File: src/rtl/min_max_normalize_to_byte_macros.svh
// Assertion macros shared by the min/max normalizer RTL.
// Every macro expects clk and rst_n in scope.
`ifndef MIN_MAX_NORMALIZE_TO_BYTE_MACROS_SVH
`define MIN_MAX_NORMALIZE_TO_BYTE_MACROS_SVH

// Property must hold at every edge outside reset.
`define MMNB_ASSERT(lbl, prop, msg) \
  lbl: assert property (@(posedge clk) disable iff (!rst_n) prop) else $error(msg);

// Condition must never be true outside reset.
`define MMNB_NEVER(lbl, cond, msg) \
  lbl: assert property (@(posedge clk) disable iff (!rst_n) !(cond)) else $error(msg);

`endif

File: src/rtl/mmnb_pkg.sv
// Package for the min/max normalizer: word types, controller/datapath
// command and status structs, shared constants. No dependencies.
`default_nettype none

package mmnb_pkg;

  localparam int SAMPLE_BITS = 16;
  localparam int LEVEL_BITS  = 8;
  localparam int DIV_STEPS   = LEVEL_BITS;
  localparam int PROD_BITS   = SAMPLE_BITS + LEVEL_BITS;

  localparam logic OP_MEASURE = 1'b0;
  localparam logic OP_CONVERT = 1'b1;

  localparam logic [LEVEL_BITS-1:0] LEVEL_MAX = '1;

  typedef logic signed [SAMPLE_BITS-1:0] sample_t;

  typedef struct packed {
    logic    operation;
    sample_t sample;
    logic    first_sample;
  } in_word_t;

  typedef struct packed {
    logic [LEVEL_BITS-1:0] level;
    logic                  flat;
  } out_word_t;

  typedef struct packed {
    logic accept;  // input word taken this cycle
    logic load;    // classify sample, set up divider
    logic step;    // one restoring-division step
    logic emit;    // move result into output register
  } dp_cmd_t;

  typedef struct packed {
    logic bypass;  // result known without division
  } dp_stat_t;

endpackage

`default_nettype wire

File: src/rtl/min_max_normalize_to_byte.sv
// Min/max normalizer to 8-bit levels. Measure words (operation 0) update a
// running signed minimum and maximum in the cycle they are taken, one word per
// cycle while no convert word is in progress; first_sample restarts both at
// that sample. Convert words (operation 1) return one word: level =
// floor((sample-min)*255/(max-min)), 0 below the minimum, 255 above the
// maximum, and level 0 with flat set when max <= min. A convert word stalls
// the input through take, setup, 8 steps of a one-bit restoring divider and
// hand-off to the output register; when no division is needed the steps are
// skipped. The output register lets the next word be taken while a result
// waits on out_stall. Depends on mmnb_pkg, mmnb_ctrl and mmnb_dp.
`default_nettype none

module min_max_normalize_to_byte (
  input  wire                  clk,
  input  wire                  rst_n,
  input  wire                  in_valid,
  output logic                 in_stall,
  input  mmnb_pkg::in_word_t   in_word,
  output logic                 out_valid,
  input  wire                  out_stall,
  output mmnb_pkg::out_word_t  out_word
);
  import mmnb_pkg::*;

  dp_cmd_t  cmd;
  dp_stat_t stat;

  mmnb_ctrl u_ctrl (
    .clk          (clk),
    .rst_n        (rst_n),
    .in_valid     (in_valid),
    .in_operation (in_word.operation),
    .in_stall     (in_stall),
    .out_valid    (out_valid),
    .out_stall    (out_stall),
    .cmd          (cmd),
    .stat         (stat)
  );

  mmnb_dp u_dp (
    .clk      (clk),
    .rst_n    (rst_n),
    .in_word  (in_word),
    .cmd      (cmd),
    .stat     (stat),
    .out_word (out_word)
  );

endmodule

`default_nettype wire

File: src/rtl/mmnb_ctrl.sv
// Controller FSM for the min/max normalizer: input handshake, divider
// step count, output valid. Uses mmnb_pkg and the assertion macros.
`default_nettype none

module mmnb_ctrl (
  input  wire                 clk,
  input  wire                 rst_n,
  input  wire                 in_valid,
  input  wire                 in_operation,
  output logic                in_stall,
  output logic                out_valid,
  input  wire                 out_stall,
  output mmnb_pkg::dp_cmd_t   cmd,
  input  mmnb_pkg::dp_stat_t  stat
);
  import mmnb_pkg::*;

  `include "min_max_normalize_to_byte_macros.svh"

  localparam int CNT_W = (DIV_STEPS > 1) ? $clog2(DIV_STEPS) : 1;
  localparam logic [CNT_W-1:0] CNT_LAST = CNT_W'(DIV_STEPS - 1);

  typedef enum logic [3:0] {
    ST_IDLE = 4'b0001,
    ST_LOAD = 4'b0010,
    ST_DIV  = 4'b0100,
    ST_EMIT = 4'b1000
  } state_t;

  state_t           state_r, state_nxt;
  logic [CNT_W-1:0] cnt_r, cnt_nxt;
  logic             out_valid_r, out_valid_nxt;
  logic             accept;
  logic             emit_ok;

  always_comb begin
    in_stall   = (state_r != ST_IDLE);
    accept     = in_valid && !in_stall;
    emit_ok    = (state_r == ST_EMIT) && (!out_valid_r || !out_stall);
    cmd.accept = accept;
    cmd.load   = (state_r == ST_LOAD);
    cmd.step   = (state_r == ST_DIV) && !stat.bypass;
    cmd.emit   = emit_ok;
    out_valid  = out_valid_r;
  end

  always_comb begin
    state_nxt = state_r;
    case (state_r)
      ST_IDLE: begin
        if (accept && (in_operation == OP_CONVERT)) state_nxt = ST_LOAD;
      end
      ST_LOAD: state_nxt = ST_DIV;
      ST_DIV: begin
        if (stat.bypass || (cnt_r == CNT_LAST)) state_nxt = ST_EMIT;
      end
      ST_EMIT: begin
        if (emit_ok) state_nxt = ST_IDLE;
      end
      default: state_nxt = ST_IDLE;
    endcase
  end

  always_comb begin
    cnt_nxt = '0;
    if (cmd.step && (cnt_r != CNT_LAST)) cnt_nxt = cnt_r + 1'b1;
  end

  always_comb begin
    if (emit_ok) begin
      out_valid_nxt = 1'b1;
    end else if (!out_stall) begin
      out_valid_nxt = 1'b0;
    end else begin
      out_valid_nxt = out_valid_r;
    end
  end

  always_ff @(posedge clk) begin
    if (!rst_n) begin
      state_r     <= ST_IDLE;
      cnt_r       <= '0;
      out_valid_r <= 1'b0;
    end else begin
      state_r     <= state_nxt;
      cnt_r       <= cnt_nxt;
      out_valid_r <= out_valid_nxt;
    end
  end

  `MMNB_ASSERT(a_emit_to_idle, cmd.emit |=> (state_r == ST_IDLE), "emit did not return to idle")
  `MMNB_ASSERT(a_valid_from_emit, $rose(out_valid_r) |-> $past(state_r == ST_EMIT),
               "output valid rose without an emit")
  `MMNB_NEVER(a_cnt_outside_div, (state_r != ST_DIV) && (cnt_r != '0),
              "step count nonzero outside division")

endmodule

`default_nettype wire

File: src/rtl/mmnb_dp.sv
// Datapath for the min/max normalizer: running extremes, range/offset
// setup, 8-step restoring divider, output register. Uses mmnb_pkg.
`default_nettype none

module mmnb_dp (
  input  wire                  clk,
  input  wire                  rst_n,
  input  mmnb_pkg::in_word_t   in_word,
  input  mmnb_pkg::dp_cmd_t    cmd,
  output mmnb_pkg::dp_stat_t   stat,
  output mmnb_pkg::out_word_t  out_word
);
  import mmnb_pkg::*;

  `include "min_max_normalize_to_byte_macros.svh"

  localparam sample_t SAMPLE_MAX = {1'b0, {(SAMPLE_BITS-1){1'b1}}};
  localparam sample_t SAMPLE_MIN = {1'b1, {(SAMPLE_BITS-1){1'b0}}};

  sample_t               min_r, max_r, sample_r;
  logic [SAMPLE_BITS-1:0] rem_r, rng_r;
  logic [LEVEL_BITS-1:0]  q_r;
  logic                   bypass_r, flat_r;
  out_word_t              out_r;

  logic signed [SAMPLE_BITS:0] s_x, mn_x, mx_x, range_x, off_x;
  logic [PROD_BITS-1:0]        prod;
  logic                        is_flat, below, above;
  logic [SAMPLE_BITS:0]        trial;
  logic                        fits;

  // setup: offset*255 as (offset<<8) - offset; range fits SAMPLE_BITS unsigned
  always_comb begin
    s_x     = {sample_r[SAMPLE_BITS-1], sample_r};
    mn_x    = {min_r[SAMPLE_BITS-1], min_r};
    mx_x    = {max_r[SAMPLE_BITS-1], max_r};
    range_x = mx_x - mn_x;
    off_x   = s_x - mn_x;
    is_flat = (max_r <= min_r);
    below   = (sample_r <= min_r);
    above   = (sample_r >= max_r);
    prod    = {off_x[SAMPLE_BITS-1:0], {LEVEL_BITS{1'b0}}}
            - {{LEVEL_BITS{1'b0}}, off_x[SAMPLE_BITS-1:0]};
  end

  // restoring step: bring in next dividend bit from top of q_r
  always_comb begin
    trial = {rem_r, q_r[LEVEL_BITS-1]};
    fits  = (trial >= {1'b0, rng_r});
  end

  always_ff @(posedge clk) begin
    if (!rst_n) begin
      min_r <= SAMPLE_MAX;
      max_r <= SAMPLE_MIN;
    end else if (cmd.accept && (in_word.operation == OP_MEASURE)) begin
      if (in_word.first_sample) begin
        min_r <= in_word.sample;
        max_r <= in_word.sample;
      end else begin
        if (in_word.sample < min_r) min_r <= in_word.sample;
        if (in_word.sample > max_r) max_r <= in_word.sample;
      end
    end
  end

  always_ff @(posedge clk) begin
    if (cmd.accept) sample_r <= in_word.sample;
    if (cmd.load) begin
      bypass_r <= is_flat || below || above;
      flat_r   <= is_flat;
      rng_r    <= range_x[SAMPLE_BITS-1:0];
      rem_r    <= prod[PROD_BITS-1:LEVEL_BITS];
      if (is_flat || below) begin
        q_r <= '0;
      end else if (above) begin
        q_r <= LEVEL_MAX;
      end else begin
        q_r <= prod[LEVEL_BITS-1:0];
      end
    end else if (cmd.step) begin
      rem_r <= fits ? (trial[SAMPLE_BITS-1:0] - rng_r) : trial[SAMPLE_BITS-1:0];
      q_r   <= {q_r[LEVEL_BITS-2:0], fits};
    end
    if (cmd.emit) begin
      out_r.level <= q_r;
      out_r.flat  <= flat_r;
    end
  end

  assign stat.bypass = bypass_r;
  assign out_word    = out_r;

  `MMNB_ASSERT(a_rem_below_range, cmd.step |-> (rem_r < rng_r),
               "divider remainder not below range")
  `MMNB_ASSERT(a_extremes_ordered,
               ($past(rst_n) && $past(cmd.accept && (in_word.operation == OP_MEASURE)))
               |-> (min_r <= max_r), "minimum above maximum after measure")

endmodule

`default_nettype wire
File: config.mk
export PLATFORM = sky130hd
export DESIGN_NAME = min_max_normalize_to_byte
export DESIGN_NICKNAME = d
export VERILOG_FILES = /design/src/rtl/mmnb_pkg.sv /design/src/rtl/min_max_normalize_to_byte.sv /design/src/rtl/mmnb_ctrl.sv /design/src/rtl/mmnb_dp.sv
export VERILOG_INCLUDE_DIRS = /design/src /design/src/rtl
export SDC_FILE = /design/constraint.sdc
export NUM_CORES = 1
export LEC_CHECK = 0
export BUFFER_PORTS_ARGS = -buffer_cell sky130_fd_sc_hd__buf_2
export CAP_MARGIN = 10
export CELL_PAD_IN_SITES_DETAIL_PLACEMENT = 2
export CELL_PAD_IN_SITES_GLOBAL_PLACEMENT = 2
export CORE_MARGIN = 2
export CORE_UTILIZATION = 36
export CTS_CLUSTER_DIAMETER = 60
export CTS_CLUSTER_SIZE = 14
export DETAILED_ROUTE_END_ITERATION = 8
export PLACE_DENSITY = 0.74
export SYNTH_ARGS = -nofsm -noshare
export SYNTH_HDL_FRONTEND = slang
export SYNTH_SLANG_ARGS = --single-unit
File: constraint.sdc
create_clock -name clk -period 4.8 [get_ports clk]
set_clock_uncertainty 0.2 [all_clocks]
set_input_delay 0.24 -clock clk [delete_from_list [all_inputs] [get_ports clk]]
set_output_delay 0.24 -clock clk [all_outputs]
set_load 0.02 [all_outputs]
==> metrics.md, run 1 <==
| Metric | Value |
|---|---|
| Result of the run | complete, no violations |
| Fraction of synthesized area in multiplexers | under 10% |
| Fraction of power consumed by combinational cells | a little over half |
| NetSw | roughly 1.8 mW |
| Final setup violation count | 0 |
| Pwr/cell area | between 400 and 500 mW/mm2 |
| Combined area of all synthesized cells | 0.00817 mm2 |
| First-pass detailed-route iteration total | 4 |
| N_diodes | 0 |
| Number of H-tree levels | 3 |
| Gpl congestion | ~0.79 |
| Capture instance of the worst register-to-register path | u_dp.rem_r[13]$_DFFE_PP_ |
| Overall die height | roughly 150 um |
| Critical Path Sink Type | register |
| Area of the placeable core | 0.0224 mm2 |
| Worst-Skew Late Latency | ~0.37 ns |
| Share of the synthesized area in compound gates (AO/OA/AOI/OAI) | 18.2% |
| Depth of the worst hold-timing path | 4 |
| Worst endpoint data arrival time | between 4 and 5 ns |
| Final WL | 25.1 mm |
| Number of nets with antenna violations after detailed routing | 0 |
| Final-layout setup total negative slack | 0 ns |
| Worst Path Class, Setup | reg2reg |
| Fmax | between 200 and 250 MHz |
| Register-to-register path setup slack | slightly below 0.09 ns |
| Required @ worst endpoint | ~4.7 ns |
| Part of the total power dissipated in sequential elements | between 20% and 30% |
| Final critical delay including setup and external delays | roughly 4.7 ns |
| Most common cell after layout, fill and taps aside | sky130_fd_sc_hd__ha_1 |
| Final clock period utilization by the worst path | slightly below 100% |
| Nets@finish | ~1100 |
| Switching share of total power | about 43% |
| Final count of hold timing violations | 0 |
| Number of violations of the max-capacitance limit | 0 |
| Fraction of power consumed by the clock network | roughly 18% |
| Worst hold path type | in2reg |
| CTS max path bufs | 2 |
| Clock Root Buffer | sky130_fd_sc_hd__clkbuf_16 |
| Synth-to-layout area growth | 14.1% |
| CTS tree | done |
| Adder and majority cell fraction of the synthesized area | between 10% and 20% |
| Share of layout cells above drive strength 1 | approximately an eighth |
| Top FF cell, synth | sky130_fd_sc_hd__edfxtp_1 |
| I/O pin count | 33 |
| Clock sink count | between 100 and 150 |
| Final Max Slew Viols | 0 |
| Vias post-DR | approximately 7000 |
| Synth Area in XOR/XNOR | 5.24% |
| Seq cells post-synth | between 100 and 150 |
| Top library cells by usage in the layout, fill and taps aside | sky130_fd_sc_hd__ha_1 (101), sky130_fd_sc_hd__inv_1 (78), sky130_fd_sc_hd__nand2_1 (71) |
| Slew at the pin closest to its max-slew limit | between 1 and 1.5 ns |
| Post-DP HPWL | roughly 20 mm |
| Proportion of synthesized chip area in sequential cells | about a third |
| Total global routing overflow | 0 |
| Global-route wire length before repair | ~40 mm |
| Max_slew headroom | between 20% and 30% |
| DRC | 0 |
| Detailed-route vias per instance | 5.47 |
| Area fraction in and, or, nand and nor cells after synthesis | between 10% and 20% |
| Starting density of the core | a little over a third |
| Startpoint of the worst-slack reg-to-reg timing path | u_dp.sample_r[0]$_DFFE_PP_ |
| DIE AREA | around 0.024 mm2 |
| Cts bufs inserted | 9 |
| Avg WL per Cell | between 20 and 25 um |
| Vias in the first global route | roughly 7400 |
| Largest net degree at the start of global routing | a little over 40 |
| Synthesized area divided by synthesized cell count | just over 9 um2 |
| Synthesis Warnings | 0 |
| Final worst slack | 0.0889 ns |
| Total global routing track utilization | 21.5% |
| Internal cell power | 2.37 mW |
| Hold worst-path end | u_ctrl.state_r[0]$_SDFFE_PN1P_ |
| Worst-case vdd ir drop | 0.000211 V |
| Number of input and output port buffers inserted | 32 |
| Violation count after the first detailed-routing iteration | ~290 |
| Standby leakage power | 4.15 nW |
| Critical path peak fanout | 3 |
| Number of antenna violations at the first check in global routing | 0 |
| Number of synthesized flops with an enable pin | 67 |
| Worst setup timing slack at the placement stage | between 0.001 and 0.0015 ns |
| Number of nets produced by synthesis | just over 1000 |
| Filler instances | 2439 |
| Number of cell rows | 55 |
| Clock transition at the registers of the reported paths | approximately 0.080 ns |
| Gate count of the mapped netlist | 894 |
| Dominant combinational cell family by area after synthesis | compound AO/OA/AOI/OAI gates |
| DIE WIDTH | 155 um |
| Type of origin of the critical path | register |
| Number of different library cells in the post-synthesis netlist | 74 |
| Async S/R FF share, synth | 0% |
| Path depth of the worst reg2reg path | 17 |
| Launch instance of the worst min-delay path | in_valid |
[repair_timing]
item | CTS | global route
setup endpoints to repair | 1 | 3
pin swaps | 1 | 9
endpoints found under the hold margin | 26 | 0
hold buffers | 17 | 0
buffers inserted | 0 | 4
gates resized for setup | 0 | 9
[layout make-up]
type                    count  area, um2  share of cell area (%)
clock buffers               9        225                    2.42
inverters                  79        297                    3.18
repair buffers             76        533                    5.72
clock inverters             7       80.1                   0.859
flip-flops and latches    107       2810                    30.2
well taps                 285        357                    3.82
multi-input cells         684       5020                    53.8
[power groups by stage]
stage / clock (mW) / sequential (mW) / combinational, mW
global route: 0.821 / 1.18 / 2.48
detailed placement: 0 / 1.18 / 2.10
CTS: 0.791 / 1.16 / 2.13
global placement: 0 / 1.18 / 2.04
finish: 0.770 / 1.16 / 2.25
floorplan: 0 / 1.16 / 1.48
[worst max path at each step]
stage / start / end / slack, ns / depth (start not counted)
floorplan: u_dp.sample_r[0]$_DFFE_PP_ / u_dp.rem_r[13]$_DFFE_PP_ / 0.16 / 17
finish: u_dp.sample_r[0]$_DFFE_PP_ / u_dp.rem_r[13]$_DFFE_PP_ / 0.09 / 17
global route: u_dp.sample_r[0]$_DFFE_PP_ / u_dp.rem_r[13]$_DFFE_PP_ / -0.08 / 17
detailed placement: u_dp.sample_r[0]$_DFFE_PP_ / u_dp.rem_r[13]$_DFFE_PP_ / 0.001 / 17
CTS: u_dp.sample_r[0]$_DFFE_PP_ / u_dp.rem_r[13]$_DFFE_PP_ / 0.04 / 17
global placement: u_dp.sample_r[0]$_DFFE_PP_ / u_dp.rem_r[13]$_DFFE_PP_ / 0.10 / 17
[state kept, by name, indices dropped and copies added, names as in the netlist]
register          flops
u_ctrl.cnt_r          3
u_ctrl.out_valid      1
u_ctrl.state_r        4
u_dp.flat_r           1
u_dp.max_r           16
u_dp.min_r           16
u_dp.out_word         9
u_dp.q_r              8
u_dp.rem_r           16
u_dp.rng_r           16
u_dp.sample_r        16
u_dp.stat             1
[logic make-up after synthesis]
| logic type | Yosys count |
|---|---|
| xor+xnor | 48 |
| compound gates | 218 |
| buf+inv | 103 |
| flops | 107 |
| simple gates | 290 |
| fa+ha+maj | 106 |
| mux | 22 |
[per-stage QoR]
| step | power (mW) | cells | area [um2] | utilization, % | hold WS, ns |
|---|---|---|---|---|---|
| 6_report | 4.18 | 1247 | 9330 | 41.6 | 0.0268 |
| 5_1_grt | 4.47 | 1247 | 9330 | 41.6 | 0.0568 |
| 4_1_cts | 4.09 | 1243 | 9250 | 41.2 | 0.0189 |
| 3_5_place_dp | 3.28 | 1210 | 8770 | 39.1 | 0.220 |
| 3_3_place_gp | 3.22 | 1210 | 8770 | 39.1 | 0.215 |
| 2_1_floorplan | 2.64 | 894 | 8170 | - | 0.139 |
[layer usage]
| metal | up-vias | GRT usage (%) | part of all wire (%) |
|---|---|---|---|
| met5 | - | 0 | 0 |
| met4 | 0 | 6.92 | 2.3 |
| met3 | 26 | 1.88 | 1.1 |
| met2 | 60 | 38.2 | 50 |
| met1 | 3370 | 27.7 | 47 |
| li1 | 3368 | - | - |
[worst max-delay path, stage by stage, from the launching register on]
cell and delay [ns]:
sky130_fd_sc_hd__edfxtp_1 0.38, sky130_fd_sc_hd__inv_2 0.07, sky130_fd_sc_hd__ha_1 0.14, sky130_fd_sc_hd__inv_1 0.07, sky130_fd_sc_hd__fa_2 0.36, sky130_fd_sc_hd__a21o_1 0.20, sky130_fd_sc_hd__a22o_1 0.21, sky130_fd_sc_hd__or4b_4 0.55
sky130_fd_sc_hd__a31o_1 0.21, sky130_fd_sc_hd__a21oi_2 0.17, sky130_fd_sc_hd__xor2_2 0.25, sky130_fd_sc_hd__ha_4 0.25, sky130_fd_sc_hd__and3_4 0.15, sky130_fd_sc_hd__a311oi_4 0.29, sky130_fd_sc_hd__a21oi_2 0.12, sky130_fd_sc_hd__o211a_4 0.27
sky130_fd_sc_hd__or4_1 0.41, sky130_fd_sc_hd__and3_1 0.18
[synth_stat cells (3+ instances only)]
cell / n / area [um2]
sky130_fd_sc_hd__o31ai_1: 9 / 67.6
sky130_fd_sc_hd__a31oi_1: 3 / 18.8
sky130_fd_sc_hd__nor2b_1: 32 / 200
sky130_fd_sc_hd__clkbuf_1: 20 / 75.1
sky130_fd_sc_hd__xor2_1: 14 / 123
sky130_fd_sc_hd__nor3_1: 20 / 100
sky130_fd_sc_hd__nand3_1: 22 / 110
sky130_fd_sc_hd__ha_1: 102 / 1280
sky130_fd_sc_hd__nor4b_1: 4 / 35.0
sky130_fd_sc_hd__or3_1: 7 / 43.8
sky130_fd_sc_hd__nand4_1: 20 / 125
sky130_fd_sc_hd__edfxtp_1: 67 / 2010
sky130_fd_sc_hd__o21ai_0: 49 / 245
sky130_fd_sc_hd__and3_1: 9 / 56.3
sky130_fd_sc_hd__a21o_1: 28 / 210
sky130_fd_sc_hd__dfxtp_1: 40 / 801
sky130_fd_sc_hd__inv_1: 79 / 297
sky130_fd_sc_hd__xnor2_1: 33 / 289
sky130_fd_sc_hd__or4_1: 3 / 22.5
sky130_fd_sc_hd__a21oi_1: 50 / 250
sky130_fd_sc_hd__o211ai_1: 7 / 52.6
sky130_fd_sc_hd__nand2_1: 71 / 267
sky130_fd_sc_hd__o21a_1: 6 / 45.0
sky130_fd_sc_hd__a211oi_1: 20 / 150
sky130_fd_sc_hd__nand2b_1: 10 / 62.6
sky130_fd_sc_hd__nor2_1: 62 / 233
sky130_fd_sc_hd__mux2i_1: 21 / 210
sky130_fd_sc_hd__nor4_1: 5 / 31.3
sky130_fd_sc_hd__a21boi_0: 7 / 52.6
sky130_fd_sc_hd__or2_2: 7 / 43.8
sky130_fd_sc_hd__o21ai_1: 3 / 15.0
sky130_fd_sc_hd__fa_1: 3 / 60.1
sky130_fd_sc_hd__and2_1: 5 / 31.3
Power figures use the tool's default switching activity.
==> run 2, diff against run 1 <==
Settings changed: CORE_UTILIZATION 36 to 37, PLACE_DENSITY 0.74 to 0.75, SETUP_SLACK_MARGIN from default to 0.3, SYNTH_HIERARCHICAL from default to 1.
==> run 2 against run 1 <==
Register-to-register slack better by 0.14 ns; sequential share of layout area down 0.94 points; die area up 0.30%; utilization up 1.2 points; critical path depth up 1.
==> metrics.md, run 2 <==
| Metric | Value |
|---|---|
| Result of the run | complete, no violations |
| Final critical delay including setup and external delays | 4.57 ns (-0.140 ns) |
| Fraction of synthesized area in multiplexers | 0.371% (-2.3 points) |
| Number of different library cells in the post-synthesis netlist | 89 (+20%) |
| # placed instances | 1205 (-0.41%) |
| Starting density of the core | 37.4% (+1.0 points) |
| Clock transition at the registers of the reported paths | 0.08 ns (about the same) |
| Proportion of synthesized chip area in sequential cells | 33.4% (-1.0 points) |
| Final Max Slew Viols | 0 (unchanged) |
| Dominant cells by area after synthesis | sky130_fd_sc_hd__edfxtp_1 (24%), sky130_fd_sc_hd__ha_1 (15%), sky130_fd_sc_hd__dfxtp_1 (9.5%) |
| Footprint of the multi-input gates | 0.00525 mm2 (+4.5%) |
| Most area-hungry cell type in the Yosys netlist | sky130_fd_sc_hd__edfxtp_1 |
| Fraction of power consumed by combinational cells | 39.1% (-15 points) |
| DRC | 0 (unchanged) |
| Dominant combinational cell family by area after synthesis | compound AO/OA/AOI/OAI gates |
| Most common cell after layout, fill and taps aside | sky130_fd_sc_hd__ha_1 |
| Most used standard cell by instance count after synthesis | sky130_fd_sc_hd__ha_1 |
| Final setup violation count | 0 (unchanged) |
| Post-Route M1 WL | 12.2 mm (+3.0%) |
| Avg WL per Cell | 21.2 um (+5.0%) |
| Number of violations of the max-capacitance limit | 0 (unchanged) |
| Area share of the largest cell type after synthesis | 23.9% (-0.74 points) |
| Total global routing track utilization | 22.5% (+0.93 points) |
| Buffer and inverter count on the worst path | 3 (+1) |
| Pwr/cell area | 313 mW/mm2 (-30%) |
| CP peak stage delay | 0.45 ns (-0.10 ns) |
| Seq cells post-synth | 107 (unchanged) |
| Hold Worst Slack | 0.0949 ns (+0.0681 ns) |
| Worst hold path type | in2reg |
| Number of nets with antenna violations after detailed routing | 0 (unchanged) |
| Area fraction in and, or, nand and nor cells after synthesis | 16.9% (-1.2 points) |
| Area of the placeable core | 0.0225 mm2 (+0.31%) |
| Critical path peak fanout | 6 (+3) |
| Final count of hold timing violations | 0 (unchanged) |
| Fmax | 219 MHz (+3.1%) |
| Number of antenna violations at the first check in global routing | 0 (unchanged) |
| Vias post-DR | 7105 (+4.1%) |
| Switching share of total power | 37.7% (-5.5 points) |
| Synthesis Warnings | 6 (+6) |
| DIE AREA | 0.0240 mm2 (+0.30%) |
| Combined area of all synthesized cells | 0.00842 mm2 (+3.1%) |
| Clock Root Buffer | sky130_fd_sc_hd__clkbuf_16 |
| Async S/R FF share, synth | 0% (unchanged) |
| Global-route wire length before repair | 42.3 mm (+4.9%) |
| Final-layout setup total negative slack | 0 ns (unchanged) |
| Overall die height | 155 um (+0.15%) |
| First-pass detailed-route iteration total | 4 (unchanged) |
| Internal cell power | 1.88 mW (-21%) |
| Worst endpoint data arrival time | 4.46 ns (-0.18 ns) |
| Cell Chain, Critical Path | inv_2, ha_4, inv_2, fa_2, a21o_1, a221oi_4, o21ba_4, o21ai_0, a21oi_2, xnor2_1, inv_1, ha_1, or2_2, o31ai_2, a311oi_4, o311ai_4, a31o_1, a31oi_1 |
| N_diodes | 0 (unchanged) |
| Required @ worst endpoint | 4.69 ns (-0.04 ns) |
| Filler instances | 2464 (+1.0%) |
| Detailed-routed wire length on met2 | 13.2 mm (+6.1%) |
| Nets@finish | 1094 (+0.92%) |
| Clock sink count | 107 (unchanged) |
| Final instance count without filler cells | 1256 (+0.72%) |
| Final clock period utilization by the worst path | 95.2% (-2.9 points) |
| Top cell family by delay on the critical path | compound AO/OA/AOI/OAI gates |
| Number of cell rows | 55 (unchanged) |
| NetSw | 1.14 mW (-37%) |
| Share of layout cells above drive strength 1 | 14.9% (+2.9 points) |
| Worst Path Class, Setup | reg2reg |
| Part of the total power dissipated in sequential elements | 34.6% (+6.7 points) |
| Power consumption | 3.01 mW (-28%) |
| Met3 wire length | 510 um (+85%) |
| Number of input and output port buffers inserted | 32 (unchanged) |
| Max_slew headroom | 36.4% (+11 points) |
| Top FF cell, synth | sky130_fd_sc_hd__edfxtp_1 |
| Critical Path Sink Type | register |
| Uppermost routed layer | met4 |
| Final WL | 26.6 mm (+5.8%) |
| Number of nets produced by synthesis | 1032 (+1.1%) |
| DIE WIDTH | 155 um (+0.15%) |
| Worst-case vdd ir drop | 0.000194 V (-7.8%) |
| Worst-Skew Late Latency | 0.38 ns (about the same) |
| Total global routing overflow | 0 (unchanged) |
| Flip-flop and latch area | 0.00281 mm2 (unchanged) |
| Leading cell types by count after synthesis | sky130_fd_sc_hd__ha_1 (103), sky130_fd_sc_hd__inv_1 (85), sky130_fd_sc_hd__edfxtp_1 (67) |
| Standby leakage power | 4.11 nW (-1.0%) |
| Cts bufs inserted | 9 (unchanged) |
| Top library cells by usage in the layout, fill and taps aside | sky130_fd_sc_hd__ha_1 (101), sky130_fd_sc_hd__inv_1 (83), sky130_fd_sc_hd__edfxtp_1 (67) |
| Type of origin of the critical path | register |
| Synth Area in XOR/XNOR | 6.19% (+0.96 points) |
| CP max-delay cell | sky130_fd_sc_hd__o311ai_4 |
| Synth-to-layout area growth | 14.3% |
| CTS tree | done |
| Number of H-tree levels | 3 (unchanged) |
| Violation count after the first detailed-routing iteration | 274 (-5.8%) |
| Detailed-route vias per instance | 5.66 (+3.4%) |
| Fraction of power consumed by the clock network | 26.2% (+7.8 points) |
| Largest net degree at the start of global routing | 65 (+59%) |
| I/O pin count | 33 (unchanged) |
| Gate count of the mapped netlist | 904 (+1.1%) |
| Gpl congestion | 0.816 (+3.6%) |
| CTS max path bufs | 2 (unchanged) |
| Adder and majority cell fraction of the synthesized area | 16.4% (-0.11 points) |
| Cell repeated most along the worst path | sky130_fd_sc_hd__inv_2 |
| Number of synthesized flops with an enable pin | 67 (unchanged) |
| Final design utilization | 42.8% (+1.2 points) |
| Vias in the first global route | 7776 (+5.3%) |
| Slew at the pin closest to its max-slew limit | 0.953 ns (-0.158 ns) |
| Share of the synthesized area in compound gates (AO/OA/AOI/OAI) | 20.8% (+2.7 points) |
| RSZ-0062 raised after global routing | yes |
| Post-DP HPWL | 20.2 mm (+1.4%) |
| Synthesized area divided by synthesized cell count | 9.32 um2 (+2.0%) |
run 2: cell count changes after synthesis, moves of 4 or more:
cell	previous run	this run
sky130_fd_sc_hd__nor3_1	20	11
sky130_fd_sc_hd__xor2_1	14	19
sky130_fd_sc_hd__inv_1	79	85
sky130_fd_sc_hd__nand3_1	22	61
sky130_fd_sc_hd__nor2b_1	32	13
sky130_fd_sc_hd__nand2_1	71	49
sky130_fd_sc_hd__clkbuf_8	0	4
sky130_fd_sc_hd__nor2_1	62	40
sky130_fd_sc_hd__mux2i_1	21	2
sky130_fd_sc_hd__o31ai_1	9	3
sky130_fd_sc_hd__o21ai_0	49	64
run 2: path summary, 6_finish.rpt:
kind | start | end | slack, ns | depth (start not counted)
hold reg to reg | u_ctrl/cnt_r[0]$_SDFF_PN0_ | u_ctrl/cnt_r[0]$_SDFF_PN0_ | 0.24 | 1
setup / recovery | u_dp/sample_r[0]$_DFFE_PP_ | u_dp/rem_r[9]$_DFFE_PP_ | 0.23 | 18
setup reg to reg | u_dp/sample_r[0]$_DFFE_PP_ | u_dp/rem_r[9]$_DFFE_PP_ | 0.23 | 18
hold / removal | in_valid | u_ctrl/state_r[1]$_SDFFE_PN0P_ | 0.09 | 3
run 2: cells by family after synthesis:
logic type,after synthesis
xor gates and xnor gates,57
adders and majority gates,109
AOI/OAI and AO/OA,250
and+or+nand+nor,264
DFF,107
muxes,3
buffers and inverters,114
run 2: power groups by stage:
| stage | Clock [mW] | Combinational (mW) | Sequential [mW] |
|---|---|---|---|
| final | 0.789 | 1.18 | 1.04 |
| after global routing | 0.838 | 1.28 | 1.05 |
| after floorplan | 0 | 0.760 | 1.05 |
| after detailed placement | 0 | 1.03 | 1.07 |
| after global placement | 0 | 0.998 | 1.06 |
| after CTS | 0.809 | 1.10 | 1.04 |
run 2: final cells by class:
| class | instances | share of cell area [%] |
|---|---|---|
| Sequential cell | 107 | 29.2 |
| Inverter | 85 | 3.31 |
| Clock inverter | 7 | 0.923 |
| Clock buffer | 9 | 2.34 |
| Tap cell | 285 | 3.70 |
| Timing Repair Buffer | 80 | 5.98 |
| Multi-Input combinational cell | 683 | 54.5 |
run 2: routing by layer:
metal | track usage [%] | vias up
met5 | 0 | -
met3 | 2.06 | 34
li1 | - | 3434
met2 | 38.9 | 92
met1 | 29.6 | 3545
met4 | 7.45 | 0
run 2: timing repair:
| action | 4_1_cts | 5_1_grt |
|---|---|---|
| buffers inserted | 7 | 11 |
| hold buffers | 17 | 0 |
| resized for setup | 3 | 8 |
| pin swaps | 8 | 14 |
| endpoints found under the setup margin | 7 | 10 |
| hold endpoints to repair | 45 | 0 |
run 2: metrics by stage:
| stage | instance area [um2] | worst slack [ns] |
|---|---|---|
| CTS | 9510 | 0.322 |
| global placement | 8940 | 0.169 |
| global route | 9630 | 0.0601 |
| floorplan | 8480 | 0.309 |
| finish | 9630 | 0.229 |
| detailed placement | 8940 | 0.0194 |
run 2: tightest hold or removal path: stages:
cell                      delay (ns)
sky130_fd_sc_hd__buf_2          0.10
sky130_fd_sc_hd__and2_1         0.15
sky130_fd_sc_hd__nor4b_1        0.14
==> run 3, diff against run 2 <==
Settings changed: CORE_MARGIN 2 to 1.5, PLACE_DENSITY 0.75 to default, PLACE_DENSITY_LB_ADDON from default to 0.12.
==> run 3 against run 2 <==
First-iteration DRC count grew 4.0%; clock-buffer cell count unchanged; setup slack worse by 0.041 ns; largest cell class unchanged; non-clock buffer count is 4 lower; final area up 0.18%.
==> metrics.md, run 3 (synthesis results as in run 2) <==
| Metric | Value |
|---|---|
| Clock Root Buffer | sky130_fd_sc_hd__clkbuf_16 |
| CP max-delay cell | sky130_fd_sc_hd__edfxtp_1 |
| Nets@finish | 1090 (-0.37%) |
| Path depth of the worst reg2reg path | 18 (unchanged) |
| Clock transition at the registers of the reported paths | 0.09 ns (about the same) |
| Final critical delay including setup and external delays | 4.61 ns (+0.0405 ns) |
| Number of violations of the max-capacitance limit | 0 (unchanged) |
| Fmax | 217 MHz (-0.88%) |
| Number of H-tree levels | 3 (unchanged) |
| Number of nets with antenna violations after detailed routing | 0 (unchanged) |
| Violation count after the first detailed-routing iteration | 285 (+4.0%) |
| Detailed-routed wire length on met2 | 14.1 mm (+6.6%) |
| Worst-case vdd ir drop | 0.000192 V (-1.2%) |
| Synth-to-layout area growth | 14.5% |
| Depth of the worst hold-timing path | 3 (unchanged) |
| Top cell family by delay on the critical path | compound AO/OA/AOI/OAI gates |
| Final design utilization | 42.9% (+0.078 points) |
| RSZ-0062 raised after global routing | yes |
| N_diodes | 0 (unchanged) |
| DRC | 0 (unchanged) |
| Final Max Slew Viols | 0 (unchanged) |
| Type of origin of the critical path | register |
| Area of the placeable core | 0.0225 mm2 (unchanged) |
| Final clock period utilization by the worst path | 96.1% (+0.84 points) |
| Logic depth of the worst setup path including buffers | 18 (unchanged) |
| Share of layout cells above drive strength 1 | 15.2% (+0.27 points) |
| Cell Chain, Critical Path | inv_2, ha_4, inv_2, fa_2, a21o_1, a221oi_4, o21bai_2, a21oi_2, xor2_2, ha_4, or2_4, maj3_2, o221ai_4, a311oi_4, o31ai_4, nand3_2, xnor2_2, a21oi_1 |
| Critical Path Sink Type | register |
| Slew at the pin closest to its max-slew limit | 1.06 ns (+0.110 ns) |
| DIE WIDTH | 154 um (-0.65%) |
| Required @ worst endpoint | 4.70 ns (about the same) |
| Vias post-DR | 7157 (+0.73%) |
| Avg WL per Cell | 22.2 um (+5.1%) |
| Final WL | 27.8 mm (+4.7%) |
| Met3 wire length | 636 um (+25%) |
| Register-to-register path setup slack | 0.19 ns (-0.04 ns) |
| First-pass detailed-route iteration total | 5 (+1) |
| Detailed-route vias per instance | 5.72 (+1.1%) |
| Vias in the first global route | 8004 (+2.9%) |
| Global-route wire length before repair | 43.9 mm (+3.9%) |
| Post-DP HPWL | 21.3 mm (+5.8%) |
| Clock sink count | 107 (unchanged) |
| Total global routing overflow | 0 (unchanged) |
| CTS tree | done |
| Worst hold path type | in2reg |
| DIE AREA | 0.0237 mm2 (-1.3%) |
| Gpl congestion | 0.861 (+5.6%) |
| Critical path peak fanout | 4 (-2) |
| Pwr/cell area | 318 mW/mm2 (+1.6%) |
| Overall die height | 154 um (-0.65%) |
| Power consumption | 3.06 mW (+1.7%) |
| Cts bufs inserted | 9 (unchanged) |
| Standby leakage power | 4.10 nW (-0.26%) |
| Max_slew headroom | 28.9% (-7.6 points) |
| Largest net degree at the start of global routing | 72 (+11%) |
| Starting density of the core | 37.4% (unchanged) |
| Final setup violation count | 0 (unchanged) |
| Number of antenna violations at the first check in global routing | 0 (unchanged) |
| Uppermost routed layer | met4 |
| Top library cells by usage in the layout, fill and taps aside | sky130_fd_sc_hd__ha_1 (100), sky130_fd_sc_hd__inv_1 (83), sky130_fd_sc_hd__edfxtp_1 (67) |
| CP peak stage delay | 0.39 ns (-0.06 ns) |
| I/O pin count | 33 (unchanged) |
| Total global routing track utilization | 23.9% (+1.4 points) |
| Buffer and inverter count on the worst path | 2 (-1) |
| Post-Route M1 WL | 12.5 mm (+2.3%) |
| CTS max path bufs | 2 (unchanged) |
| Result of the run | complete, no violations |
| Worst Path Class, Setup | reg2reg |
| Most common cell after layout, fill and taps aside | sky130_fd_sc_hd__ha_1 |
| Worst-Skew Late Latency | 0.38 ns (about the same) |
| Number of cell rows | 55 (unchanged) |
| Final count of hold timing violations | 0 (unchanged) |
| Worst endpoint data arrival time | 4.51 ns (+0.05 ns) |
| Number of input and output port buffers inserted | 32 (unchanged) |
-- run 3: cell count changes in the layout (fill, tap and decap cells not counted), sizes merged --
cell / before / now
clkinv: 4 / 3
clkinvlp: 0 / 1
buf: 63 / 59
-- run 3: power by group --
part	switching (mW)	internal (mW)
Sequential	0.0279	1.02
Combinational	0.736	0.491
Clock	0.416	0.377
-- run 3: what timing repair did --
| action | CTS | global route |
|---|---|---|
| pin swaps | 13 | 19 |
| resized for setup | 5 | 16 |
| buffers inserted | 8 | 7 |
| hold buffers | 17 | 0 |
| setup endpoints to repair | 9 | 11 |
| endpoints found under the hold margin | 40 | 0 |
-- run 3: metrics by stage --
stage / cell area [um2] / setup WS [ns] / hold slack [ns] / setup TNS [ns] / std cells
floorplan: 8480 / 0.309 / 0.139 / 0 / 904
global placement: 8920 / 0.183 / 0.223 / 0 / 1204
detailed placement: 8920 / -0.0316 / 0.220 / -0.0316 / 1204
CTS: 9490 / 0.318 / 0.0892 / 0 / 1245
global route: 9640 / 0.0130 / 0.107 / 0 / 1252
finish: 9640 / 0.188 / 0.101 / 0 / 1252
-- run 3: worst min-delay path, cell delays in order --
cell	delay, ns
sky130_fd_sc_hd__buf_2	0.10
sky130_fd_sc_hd__and2_1	0.15
sky130_fd_sc_hd__nor4b_1	0.14
-- run 3: worst paths after layout --
kind / startpoint / to
hold reg to reg: u_dp/flat_r$_DFFE_PP_ / u_dp/out_word[0]$_DFFE_PP_
setup reg to reg: u_dp/sample_r[0]$_DFFE_PP_ / u_dp/rem_r[12]$_DFFE_PP_
setup / recovery: u_dp/sample_r[0]$_DFFE_PP_ / u_dp/rem_r[12]$_DFFE_PP_
hold / removal: in_valid / u_ctrl/state_r[1]$_SDFFE_PN0P_
-- run 3: cell type report --
type | instances | area [um2]
fill | 2442 | 12900
timing repair buffer | 76 | 533
clock buffer | 9 | 225
tap | 285 | 357
clock inverter | 7 | 87.6
inverter | 85 | 319
sequential | 107 | 2820
multi-input combinational | 683 | 5310
-- run 3: layer usage --
layer / up-vias / GRT usage, %
li1: 3430 / -
met1: 3591 / 29.8
met2: 98 / 42.2
met3: 38 / 3.35
met4: 0 / 7.91
met5: - / 0
